--- src/rtl/bts_pkg.sv ---
// Package: widths, constants, state and command types of the block transfer sequencer.
package bts_pkg;

	localparam int NUM_REGS = 16;
	localparam int LIST_W   = 16;
	localparam int IDX_W    = 4;
	localparam int ADDR_W   = 32;
	localparam int SCAN_LIM = (NUM_REGS > LIST_W) ? LIST_W : NUM_REGS;
	localparam logic [LIST_W-1:0] LIST_MASK = (SCAN_LIM >= LIST_W) ? {LIST_W{1'b1}} :
		LIST_W'((33'd1 << SCAN_LIM) - 33'd1);
	localparam int PC_REG = 15;
	localparam logic [ADDR_W-1:0] WORD_STEP = ADDR_W'(4);

	typedef enum logic {
		ST_IDLE,
		ST_RUN
	} bts_state_t;

	typedef struct packed {
		logic capture;
		logic emit;
	} bts_cmd_t;

	typedef struct packed {
		logic out_free;
		logic last_now;
	} bts_sts_t;

endpackage

--- src/rtl/bts_ctrl.sv ---
// Controller: state machine that captures an instruction and paces the transfers.
module bts_ctrl import bts_pkg::*; (
	input  logic     clk,
	input  logic     arst_n,
	input  logic     in_valid,
	output logic     in_stall,
	input  bts_sts_t sts,
	output bts_cmd_t cmd
);

	bts_state_t state_q, state_d;

	always_ff @(posedge clk or negedge arst_n) begin
		if (!arst_n) begin
			state_q <= ST_IDLE;
		end else begin
			state_q <= state_d;
		end
	end

	always_comb begin
		state_d = state_q;
		unique case (state_q)
			ST_IDLE: begin
				if (in_valid) begin
					state_d = ST_RUN;
				end
			end
			ST_RUN: begin
				if (sts.out_free && sts.last_now) begin
					state_d = ST_IDLE;
				end
			end
			default: state_d = ST_IDLE;
		endcase
	end

	always_comb begin
		in_stall    = 1'b1;
		cmd.capture = 1'b0;
		cmd.emit    = 1'b0;
		unique case (state_q)
			ST_IDLE: begin
				in_stall    = 1'b0;
				cmd.capture = in_valid;
			end
			ST_RUN: begin
				cmd.emit = sts.out_free;
			end
			default: in_stall = 1'b1;
		endcase
	end

endmodule

--- src/rtl/bts_dp.sv ---
// Datapath: instruction registers, register picker, address stepper and output register.
module bts_dp import bts_pkg::*; (
	input  logic              clk,
	input  logic              arst_n,
	input  bts_cmd_t          cmd,
	output bts_sts_t          sts,
	input  logic              func,
	input  logic              pre_index,
	input  logic              up,
	input  logic              s_flag,
	input  logic              write_back,
	input  logic [IDX_W-1:0]  base_reg,
	input  logic [LIST_W-1:0] reg_list,
	input  logic [ADDR_W-1:0] base_value,
	output logic              out_valid,
	input  logic              out_stall,
	output logic              access_valid,
	output logic [ADDR_W-1:0] access_address,
	output logic [IDX_W-1:0]  reg_index,
	output logic              is_load,
	output logic              user_bank,
	output logic              base_update,
	output logic [ADDR_W-1:0] new_base,
	output logic              restore_status,
	output logic              last
);

	logic [LIST_W-1:0] list_q;
	logic [ADDR_W-1:0] addr_q;
	logic              load_q, pre_q, up_q, ubank_q, update_q, restore_q;
	logic              out_valid_q;

	logic [LIST_W-1:0] in_list, rev, iso, rem;
	logic [IDX_W-1:0]  pos, pick;
	logic [ADDR_W-1:0] stepped;
	logic              pc_listed, base_in_list, empty, rem_empty;

	assign in_list      = reg_list & LIST_MASK;
	assign pc_listed    = in_list[PC_REG];
	assign base_in_list = (32'(base_reg) < 32'(SCAN_LIM)) && in_list[base_reg];

	always_comb begin
		for (int i = 0; i < LIST_W; i++) begin
			rev[i] = list_q[LIST_W-1-i];
		end
	end

	assign iso = up_q ? (list_q & (~list_q + LIST_W'(1))) : (rev & (~rev + LIST_W'(1)));

	always_comb begin
		pos = '0;
		for (int i = 0; i < LIST_W; i++) begin
			if (iso[i]) begin
				pos = pos | IDX_W'(i);
			end
		end
	end

	assign pick      = up_q ? pos : (IDX_W'(LIST_W - 1) - pos);
	assign rem       = list_q & ~(LIST_W'(1) << pick);
	assign empty     = (list_q == '0);
	assign rem_empty = (rem == '0);
	assign stepped   = up_q ? (addr_q + WORD_STEP) : (addr_q - WORD_STEP);

	assign sts.out_free = !out_valid_q || !out_stall;
	assign sts.last_now = empty || rem_empty;

	always_ff @(posedge clk) begin
		if (cmd.capture) begin
			list_q    <= in_list;
			addr_q    <= base_value;
			load_q    <= func;
			pre_q     <= pre_index;
			up_q      <= up;
			ubank_q   <= func ? (s_flag && !pc_listed) : s_flag;
			update_q  <= write_back && !(func && base_in_list);
			restore_q <= func && s_flag && pc_listed;
		end else if (cmd.emit && !empty) begin
			list_q <= rem;
			addr_q <= stepped;
		end
	end

	always_ff @(posedge clk or negedge arst_n) begin
		if (!arst_n) begin
			out_valid_q <= 1'b0;
		end else if (cmd.emit) begin
			out_valid_q <= 1'b1;
		end else if (!out_stall) begin
			out_valid_q <= 1'b0;
		end
	end

	always_ff @(posedge clk) begin
		if (cmd.emit) begin
			is_load   <= load_q;
			user_bank <= ubank_q;
			if (empty) begin
				access_valid   <= 1'b0;
				access_address <= '0;
				reg_index      <= '0;
				last           <= 1'b1;
				new_base       <= addr_q;
				base_update    <= update_q;
				restore_status <= restore_q;
			end else begin
				access_valid   <= 1'b1;
				access_address <= pre_q ? stepped : addr_q;
				reg_index      <= pick;
				last           <= rem_empty;
				new_base       <= rem_empty ? stepped : '0;
				base_update    <= rem_empty && update_q;
				restore_status <= rem_empty && restore_q;
			end
		end
	end

	assign out_valid = out_valid_q;

endmodule

--- src/rtl/block_transfer_sequencer_unit.sv ---
// Top level: block transfer sequencer, controller joined to datapath.
//
//  channel | direction | handshake              | payload
//  in      | input     | in_valid / in_stall    | one load/store-multiple instruction
//  out     | output    | out_valid / out_stall  | one word transfer per listed register
//
//  An instruction is first captured; then the register picker and address stepper give
//  one transfer a cycle unless out_stall holds them; an empty list gives one without access.
//  A new instruction is taken once the last transfer is in the output register.
//  out_stall holds the output register and the sequencer; reset clears state and output valid.
module block_transfer_sequencer_unit import bts_pkg::*; (
	input  logic              clk,
	input  logic              arst_n,
	input  logic              in_valid,
	output logic              in_stall,
	input  logic              func,
	input  logic              pre_index,
	input  logic              up,
	input  logic              s_flag,
	input  logic              write_back,
	input  logic [IDX_W-1:0]  base_reg,
	input  logic [LIST_W-1:0] reg_list,
	input  logic [ADDR_W-1:0] base_value,
	output logic              out_valid,
	input  logic              out_stall,
	output logic              access_valid,
	output logic [ADDR_W-1:0] access_address,
	output logic [IDX_W-1:0]  reg_index,
	output logic              is_load,
	output logic              user_bank,
	output logic              base_update,
	output logic [ADDR_W-1:0] new_base,
	output logic              restore_status,
	output logic              last
);

	bts_cmd_t cmd;
	bts_sts_t sts;

	bts_ctrl u_ctrl (
		.clk      (clk),
		.arst_n   (arst_n),
		.in_valid (in_valid),
		.in_stall (in_stall),
		.sts      (sts),
		.cmd      (cmd)
	);

	bts_dp u_dp (
		.clk            (clk),
		.arst_n         (arst_n),
		.cmd            (cmd),
		.sts            (sts),
		.func           (func),
		.pre_index      (pre_index),
		.up             (up),
		.s_flag         (s_flag),
		.write_back     (write_back),
		.base_reg       (base_reg),
		.reg_list       (reg_list),
		.base_value     (base_value),
		.out_valid      (out_valid),
		.out_stall      (out_stall),
		.access_valid   (access_valid),
		.access_address (access_address),
		.reg_index      (reg_index),
		.is_load        (is_load),
		.user_bank      (user_bank),
		.base_update    (base_update),
		.new_base       (new_base),
		.restore_status (restore_status),
		.last           (last)
	);

`ifndef SYNTHESIS
	a_empty_is_last: assert property (@(posedge clk) disable iff (!arst_n)
		out_valid && !access_valid |-> last)
		else $error("transfer without access is not last");

	a_tail_fields: assert property (@(posedge clk) disable iff (!arst_n)
		out_valid && !last |-> !base_update && !restore_status && new_base == '0)
		else $error("writeback fields set on a transfer that is not last");

	a_restore_load: assert property (@(posedge clk) disable iff (!arst_n)
		out_valid && restore_status |-> is_load && !user_bank)
		else $error("status restore on a store or with user bank");

	a_busy_after_accept: assert property (@(posedge clk) disable iff (!arst_n)
		in_valid && !in_stall |=> in_stall)
		else $error("instruction taken while a previous one is sequencing");
`endif

endmodule

--- config.mk ---
export PLATFORM = sky130hd
export DESIGN_NAME = block_transfer_sequencer_unit
export DESIGN_NICKNAME = d
export VERILOG_FILES = /design/src/rtl/bts_pkg.sv /design/src/rtl/bts_ctrl.sv /design/src/rtl/bts_dp.sv /design/src/rtl/block_transfer_sequencer_unit.sv
export SDC_FILE = /design/constraint.sdc
export NUM_CORES = 1
export LEC_CHECK = 0
export ABC_AREA = 1
export BUFFER_PORTS_ARGS = -buffer_cell sky130_fd_sc_hd__buf_2
export CORE_MARGIN = 2
export CORE_UTILIZATION = 52
export CTS_CLUSTER_DIAMETER = 50
export CTS_CLUSTER_SIZE = 25
export DETAILED_ROUTE_END_ITERATION = 6
export HOLD_SLACK_MARGIN = 0.03
export PLACE_DENSITY = 0.78
export SYNTH_ARGS = -nofsm -noshare
export SYNTH_HDL_FRONTEND = slang
export SYNTH_SLANG_ARGS = --single-unit
--- constraint.sdc ---
create_clock -name clk -period 4.7 [get_ports clk]
set_clock_uncertainty 0.1 [all_clocks]
set_input_delay 0.47 -clock clk [delete_from_list [all_inputs] [get_ports clk]]
set_output_delay 0.47 -clock clk [all_outputs]
set_load 0.05 [all_outputs]
==> flow_summary_export.csv, run 1 <==
group,metric,value,unit
logic_synthesis,synth_enable_flop_cells,128,
worst_setup_path,crit_path_start_kind,"flip-flop",
logic_synthesis,synth_top_family_by_area,"simple AND/OR/NAND/NOR gates",
die,num_io_pins,137,
finish,layout.nets,1178,
logic_synthesis,yosys_warnings,0,
worst_setup_path,rr_worst_depth,16,
routing,drc,0,
sta,period_share,82.2,%
sta,rsz0062_at_grt,"no",
worst_setup_path,endpoint_kind,"flip-flop",
sta,hold_ws,0.124,ns
pwr,total_power,5.06,mW
grt,grt_max_degree,85,
logic_synthesis,synthMuxAreaShare,0,%
pwr,p_per_area,530,nW/um^2
sta,setup_tns,0,ns
die,start_util,53.1,%
cts,path_clk_slew,0.06,ns
placed_design,portBuffers,136,
cts,numCtsBuffers,17,
placed_design,hpwlAfterDp,15.1,mm
sta,hold_viol,0,
sta,fin_crit,3.86,ns
routing,drtAntennaViolNets,0,
logic_synthesis,yosys-top-cells-count,"nand2_1 (232), edfxtp_1 (128), inv_1 (93), o21ai_0 (93), nor2_1 (88)",
logic_synthesis,synth_top_area_share,47.6,%
pwr,seqPwrFrac,34.8,%
die,die_w,129,microns
sta,final_max_slew_viol_count,0,
grt,globalRoute.totalOverflow,0,
logic_synthesis,synthAdderAreaFrac,4.59,%
worst_setup_path,crit_chain,"inv_2 > ha_1 > nand2_1 > nand2_1 > nand3_1 > nand2_1 > a21oi_1 > o21ai_0 > a21oi_1 > o21ai_0 > a21boi_0 > o21ai_0 > xnor2_1 > nand2_1 > nand2_1 > inv_1",
pwr,switching_share,39.0,%
logic_synthesis,netlist_area,8070,sq um
placed_design,gp_congestion,0.997,
sta,slew-limit-headroom,22.6,%
outcome,status,"finished clean",
logic_synthesis,async_flop_share,1.54,%
worst_setup_path,path_max_fanout,32,
routing,firstDrtPassIters,6,
worst_hold_path,hold_class,"primary input to flip-flop",
routing,drt-total-wl,21.5,mm
cts,cts_tree,"done",
placed_design,dp.cells,1256,
logic_synthesis,ys_ff_latch,130,
worst_setup_path,path_delay_family,"compound AO/OA/AOI/OAI gates",
pwr,clock_power_share,27.4,%
pwr,irDropWorstVdd,0.289,mV
logic_synthesis,synth_top_area_cell,"edfxtp_1",
cts,clkLatencyLatePin,0.43,ns
pwr,combinationalPowerShare,37.9,%
grt,grt_pass1_vias,6706,
die,dieArea,16500,sq um
routing,drt_iter0_drc,558,
die,die_height,129,microns
flow_run,cap_violations,0,
logic_synthesis,syn-num-nets,1044,
worst_setup_path,worst_path_max_delay_cell,"inv_2",
sta,clock.fmax,259,MHz
cts,cts.path.max_buffers,2,
worst_setup_path,cp.arrival,3.95,ns
grt,grtUsageTotal,26.6,%
die,rows,45,
finish,finalNonFillerCells,1289,
worst_setup_path,required,4.79,ns
worst_setup_path,crit_cells,16,
worst_setup_path,path_buf_inv,2,
worst_setup_path,critical_path_class,"flip-flop to flip-flop",
routing,wl_per_cell,16.7,microns
sta,setup_viol,0,
sta,tightest_slew,1.16,ns
worst_setup_path,slowest_delay,0.48,ns
cts,cts_max_level,4,
finish,syn_to_final_growth,18.3,%
logic_synthesis,avgSynthCellArea,8.46,sq um
logic_synthesis,yosys.area_share.simple,24.3,%
grt,grt_pass1_wl,33.9,mm
logic_synthesis,yosysMostFrequentCell,"nand2_1",
pwr,p_int,3.09,mW
routing,num_vias,7241,
cts,cts_sinks,130,
logic_synthesis,ys_seq_area_share,48.3,%
logic_synthesis,synth_cell_types,43,
pwr,leakage,4.16,nW
cts,root_buffer,"clkbuf_16",
finish,drive_above_1_share,20.2,%
worst_setup_path,path_common_cell,"nand2_1",
logic_synthesis,yosys_most_used_dff,"edfxtp_1",
pwr,power.switching,1.97,mW
logic_synthesis,post_synth_main_area_contributors,"edfxtp_1 (48%), nand2_1 (11%), o21ai_0 (5.8%)",
logic_synthesis,synth-xor-area-share,3.04,%
logic_synthesis,syn_inst,954,
worst_hold_path,hold_depth,1,
logic_synthesis,synth_compound_area_share,13.5,%
routing,via_per_inst,5.62,
die,core,15200,sq um
grt,antenna_found_initial,0,
[path summary, 6_finish.rpt]
check / start / to / slack (ns)
setup / recovery: u_dp.up_q$_DFFE_PP_ / u_dp.access_address[23]$_SDFFCE_PP0P_ / 0.84
hold / removal: up / u_dp.up_q$_DFFE_PP_ / 0.12
setup reg to reg: u_dp.up_q$_DFFE_PP_ / u_dp.access_address[23]$_SDFFCE_PP0P_ / 0.84
hold reg to reg: u_dp.load_q$_DFFE_PP_ / u_dp.is_load$_DFFE_PP_ / 0.32
max in group asynchronous: arst_n / u_dp.out_valid$_DFFE_PN0P_ / 4.15
min in group asynchronous: arst_n / u_ctrl.state_q$_DFF_PN0_ / 0.26
[power groups by stage]
stage / registers [mW] / clock network (mW) / logic [mW]
final: 1.76 / 1.38 / 1.92
after global placement: 1.77 / 0 / 1.83
after CTS: 1.76 / 1.39 / 1.91
after global routing: 1.78 / 1.44 / 2.14
after detailed placement: 1.78 / 0 / 1.88
after floorplan: 2.05 / 0 / 1.15
[registers in the layout (all words and copies together) (netlist names), 4 cells and up]
signal / cells
u_dp.new_base: 32
u_dp.access_address: 32
u_dp.addr_q: 32
u_dp.list_q: 16
u_dp.reg_index: 4
[logic make-up (layout without fill, tap and decap cells)]
family | count (synthesis) | after routing
and+or+nand+nor | 445 | 445
xor gates and xnor gates | 28 | 28
AOI/OAI and AO/OA | 193 | 193
buffers and inverters | 129 | 275
other | 0 | 1
DFF | 130 | 130
adders and majority gates | 29 | 29
[area by class of cell]
type	count	area, sq um
timing repair buffer	145	751
tap	188	235
multi-input combinational	695	3680
clock buffer	17	425
sequential	130	3890
fill	1301	5650
antenna	1	2.50
inverter	99	373
clock inverter	14	185
[placed cells by master, fill, tap and decap left out, types with 3 or more instances in the layout]
cell type / count
buf_4: 8
clkinv_2: 3
inv_1: 92
a31oi_1: 4
ha_1: 28
nor3_1: 8
edfxtp_1: 128
nand3_1: 66
bufinv_16: 4
inv_2: 4
clkbuf_16: 17
nor2_1: 87
xnor2_1: 12
o21ai_2: 9
o221ai_1: 3
buf_2: 136
nand4_1: 13
a21oi_1: 52
a21boi_0: 3
xor2_1: 16
nor2_2: 10
o21ai_0: 92
o21ai_1: 5
nor2_4: 6
inv_6: 3
nor3b_1: 3
nand2_2: 12
clkinv_1: 5
o21a_1: 3
nand2_1: 232
a21o_1: 4
o211ai_1: 11
[per-stage QoR]
stage          setup slack [ns]  util [%]  area [sq um]
2_1_floorplan             0.884         -          8070
4_1_cts                   0.897      62.8          9550
5_1_grt                   0.508      62.8          9550
6_report                  0.837      62.8          9550
3_5_place_dp              0.965      58.7          8930
3_3_place_gp               1.05      58.7          8930
[metal layers]
metal	GRT usage, %	part of all wire (%)
met4	11.1	2.7
met5	0	0
met1	35.9	45
met3	5.61	8.0
met2	42.0	45
[what timing repair did]
item	CTS	global route
gates resized for setup	0	0
hold endpoints to repair	2	0
hold buffers	1	0
endpoints found under the setup margin	0	0
setup buffers	0	0
(Power assumes the default switching activity.)
==> run 2: changes to the inputs <==
- ABC_AREA: 1 -> 0
- clock period: 4.7 -> 3.39 ns (I/O delays scaled with it)
==> run 2 against run 1 <==
Net effect:
- the flow now finishes with violations (negative setup slack)
- area after synthesis fell by 0.14%
- combinational power rose by 120%
- clock power rose by 36%
- count of clock-buffer cells in the layout did not move
- total power rose by 71%
- die area fell by 0.14%
- sequential share of layout area fell by 8.0 points
- largest power group unchanged
==> flow_summary_export.csv, run 2 <==
group,metric,value,unit
outcome,status,"finished, violations left",
outcome,violations,"negative setup slack",
sta,hold_viol,0,
logic_synthesis,synth_cell_types,78,
cts,cts.path.max_buffers,2,
worst_setup_path,ff2ff_setup_slack,-0.38,ns
finish,drive_above_1_share,43.8,%
sta,period_share,111,%
cts,path_clk_slew,0.06,ns
logic_synthesis,ys_ff_latch,130,
placed_design,hpwlAfterDp,17.5,mm
logic_synthesis,syn-num-nets,903,
die,dieArea,16500,sq um
pwr,leakage,5.06,nW
worst_setup_path,crit_path_start_kind,"flip-flop",
pwr,clock_power_share,21.7,%
cts,cts_max_level,4,
routing,num_vias,8013,
logic_synthesis,yosys.area_share.simple,19.3,%
routing,firstDrtPassIters,6,
worst_setup_path,slowest_delay,0.51,ns
sta,setup_viol,46,
cts,cts_tree,"done",
placed_design,dp.cells,1250,
sta,fin_crit,3.77,ns
logic_synthesis,yosys_warnings,0,
sta,slew-limit-headroom,56.8,%
logic_synthesis,yosys-top-cells-count,"nand2_1 (155), edfxtp_1 (128), nor2_1 (69), o21ai_0 (48), a21oi_1 (35)",
routing,drtAntennaViolNets,0,
worst_setup_path,critical_path_class,"flip-flop to flip-flop",
sta,fin_ws,-0.376,ns
pwr,power.switching,3.56,mW
routing,via_per_inst,6.06,
die,die_height,128,microns
die,rows,45,
routing,drc,0,
logic_synthesis,post_synth_main_area_contributors,"edfxtp_1 (48%), nand2_1 (7.2%), ha_1 (4.3%)",
logic_synthesis,synth_compound_area_share,16.1,%
worst_setup_path,path_max_fanout,10,
placed_design,portBuffers,136,
worst_setup_path,endpoint_kind,"flip-flop",
flow_run,cap_violations,0,
logic_synthesis,synth_top_family_by_area,"simple AND/OR/NAND/NOR gates",
finish,fill_cells,919,
cts,clkLatencyLatePin,0.42,ns
grt,grtUsageTotal,32.2,%
worst_setup_path,worst_path_max_delay_cell,"or4_4",
finish,syn_to_final_growth,47.3,%
worst_setup_path,required,3.55,ns
die,num_io_pins,137,
finish,layout_common_cells,"buf_4 (166), nand2_1 (153), buf_2 (136)",
logic_synthesis,synthMuxAreaShare,5.05,%
logic_synthesis,netlist_area,8060,sq um
finish,antenna_cells,0,
finish,finalNonFillerCells,1323,
cts,numCtsBuffers,17,
logic_synthesis,avgSynthCellArea,9.91,sq um
die,core,15100,sq um
pwr,p_int,5.08,mW
worst_setup_path,cp.arrival,3.93,ns
worst_setup_path,crit_chain,"buf_4 > buf_4 > nor4_4 > buf_4 > nand3_1 > o211ai_1 > o21a_2 > a21boi_2 > o31ai_1 > o211ai_1 > nand4bb_1 > or4_4 > buf_12 > o31ai_2",
logic_synthesis,synth-xor-area-share,3.48,%
worst_setup_path,path_common_cell,"buf_4",
routing,drt_iter0_drc,740,
logic_synthesis,synth_top_area_share,47.7,%
cts,root_buffer,"clkbuf_16",
sta,final_max_slew_viol_count,0,
routing,drt-total-wl,27.9,mm
finish,final_common_cell,"buf_4",
finish,reg_top3,"u_dp.access_address x32, u_dp.addr_q x32, u_dp.new_base x32",
logic_synthesis,syn_inst,813,
sta,tightest_slew,0.648,ns
grt,antenna_found_initial,0,
worst_hold_path,hold_class,"primary input to flip-flop",
sta,clock.fmax,266,MHz
sta,rsz0062_at_grt,"yes",
die,start_util,53.2,%
logic_synthesis,yosys_most_used_dff,"edfxtp_1",
pwr,p_per_area,728,nW/um^2
logic_synthesis,synth_enable_flop_cells,128,
die,die_w,128,microns
routing,wl_per_cell,21.1,microns
pwr,combinationalPowerShare,48.8,%
pwr,seqPwrFrac,29.5,%
logic_synthesis,ys_seq_area_share,48.3,%
finish,layout.nets,1212,
grt,grt_pass1_vias,7797,
logic_synthesis,yosysMostFrequentCell,"nand2_1",
sta,setup_tns,-12.24,ns
placed_design,gp_congestion,0.948,
logic_synthesis,async_flop_share,1.54,%
pwr,switching_share,41.2,%
grt,grt_max_degree,74,
cts,cts_sinks,130,
grt,grt_pass1_wl,40.3,mm
pwr,irDropWorstVdd,0.379,mV
logic_synthesis,synthAdderAreaFrac,4.60,%
grt,globalRoute.totalOverflow,0,
logic_synthesis,synth_top_area_cell,"edfxtp_1",
## run 2: cells by family (layout without fill, tap and decap cells)
family | after synthesis | in the layout
simple gates | 331 | 331
xor+xnor | 32 | 32
fa+ha+maj | 29 | 29
mux | 34 | 34
flops | 130 | 130
compound gates | 194 | 194
buf+inv | 63 | 385
## run 2: worst max-delay path: cells and delay by family (launching register included)
family                 cells  cell delay (ns)
AO/OA/AOI/OAI              6             1.29
buffers and inverters      4             0.68
flip-flops                 1             0.44
AND/OR/NAND/NOR            4             1.09
## run 2: layout make-up
type	instances	area, sq um	area share (%)
timing repair buffer	327	2300	19.4
inverter	26	115	0.970
sequential	130	3890	32.8
clock inverter	15	170	1.43
tap	188	235	1.98
multi-input combinational	620	4730	39.8
clock buffer	17	425	3.58
## run 2: power by group through the flow
stage | logic (mW) | registers, mW | clock network [mW]
floorplan | 1.85 | 3.04 | 0
global placement | 3.27 | 2.53 | 0
detailed placement | 3.36 | 2.54 | 0
CTS | 3.68 | 2.52 | 1.87
global route | 4.50 | 2.57 | 1.94
finish | 4.21 | 2.55 | 1.88
## run 2: what timing repair did
item	4_1_cts	5_1_grt
gates resized for setup	82	81
endpoints found under the hold margin	5	0
cloned	2	0
hold buffers	4	0
pin swaps	34	40
setup endpoints to repair	60	56
buffers inserted	20	15
## run 2: final timing paths
kind	from	endpoint	cells past startpoint
worst max register to register	u_dp.list_q[8]$_DFFE_PP_	u_dp.new_base[22]$_DFFE_PP_	14
min in group asynchronous	arst_n	u_ctrl.state_q$_DFF_PN0_	2
worst min-delay path	base_value[26]	u_dp.addr_q[26]$_DFFE_PP_	3
max in group asynchronous	arst_n	u_dp.out_valid$_DFFE_PN0P_	2
worst min register to register	u_dp.ubank_q$_DFFE_PP_	u_dp.user_bank$_DFFE_PP_	0
worst max-delay path	u_dp.list_q[8]$_DFFE_PP_	u_dp.new_base[22]$_DFFE_PP_	14
## run 2: metrics by stage
stage | setup slack (ns) | hold slack (ns) | utilization, % | cell area [sq um] | power, mW
2_1_floorplan | 0.00120 | -0.0566 | - | 8220 | 4.89
3_3_place_gp | -0.504 | 0.0252 | 66.8 | 10100 | 5.80
3_5_place_dp | -0.521 | 0.0339 | 66.8 | 10100 | 5.91
4_1_cts | -0.345 | 0.0473 | 75.0 | 11400 | 8.07
5_1_grt | -0.462 | 0.0793 | 78.4 | 11900 | 9.01
6_report | -0.376 | 0.0785 | 78.4 | 11900 | 8.64
## run 2: per-layer routing
layer	GRT usage, %	routed length (microns)	share of wire, %
met5	0	0	0
met4	15.7	1090	3.9
met3	6.86	2010	7.2
met2	56.3	14200	51
met1	37.8	10600	38
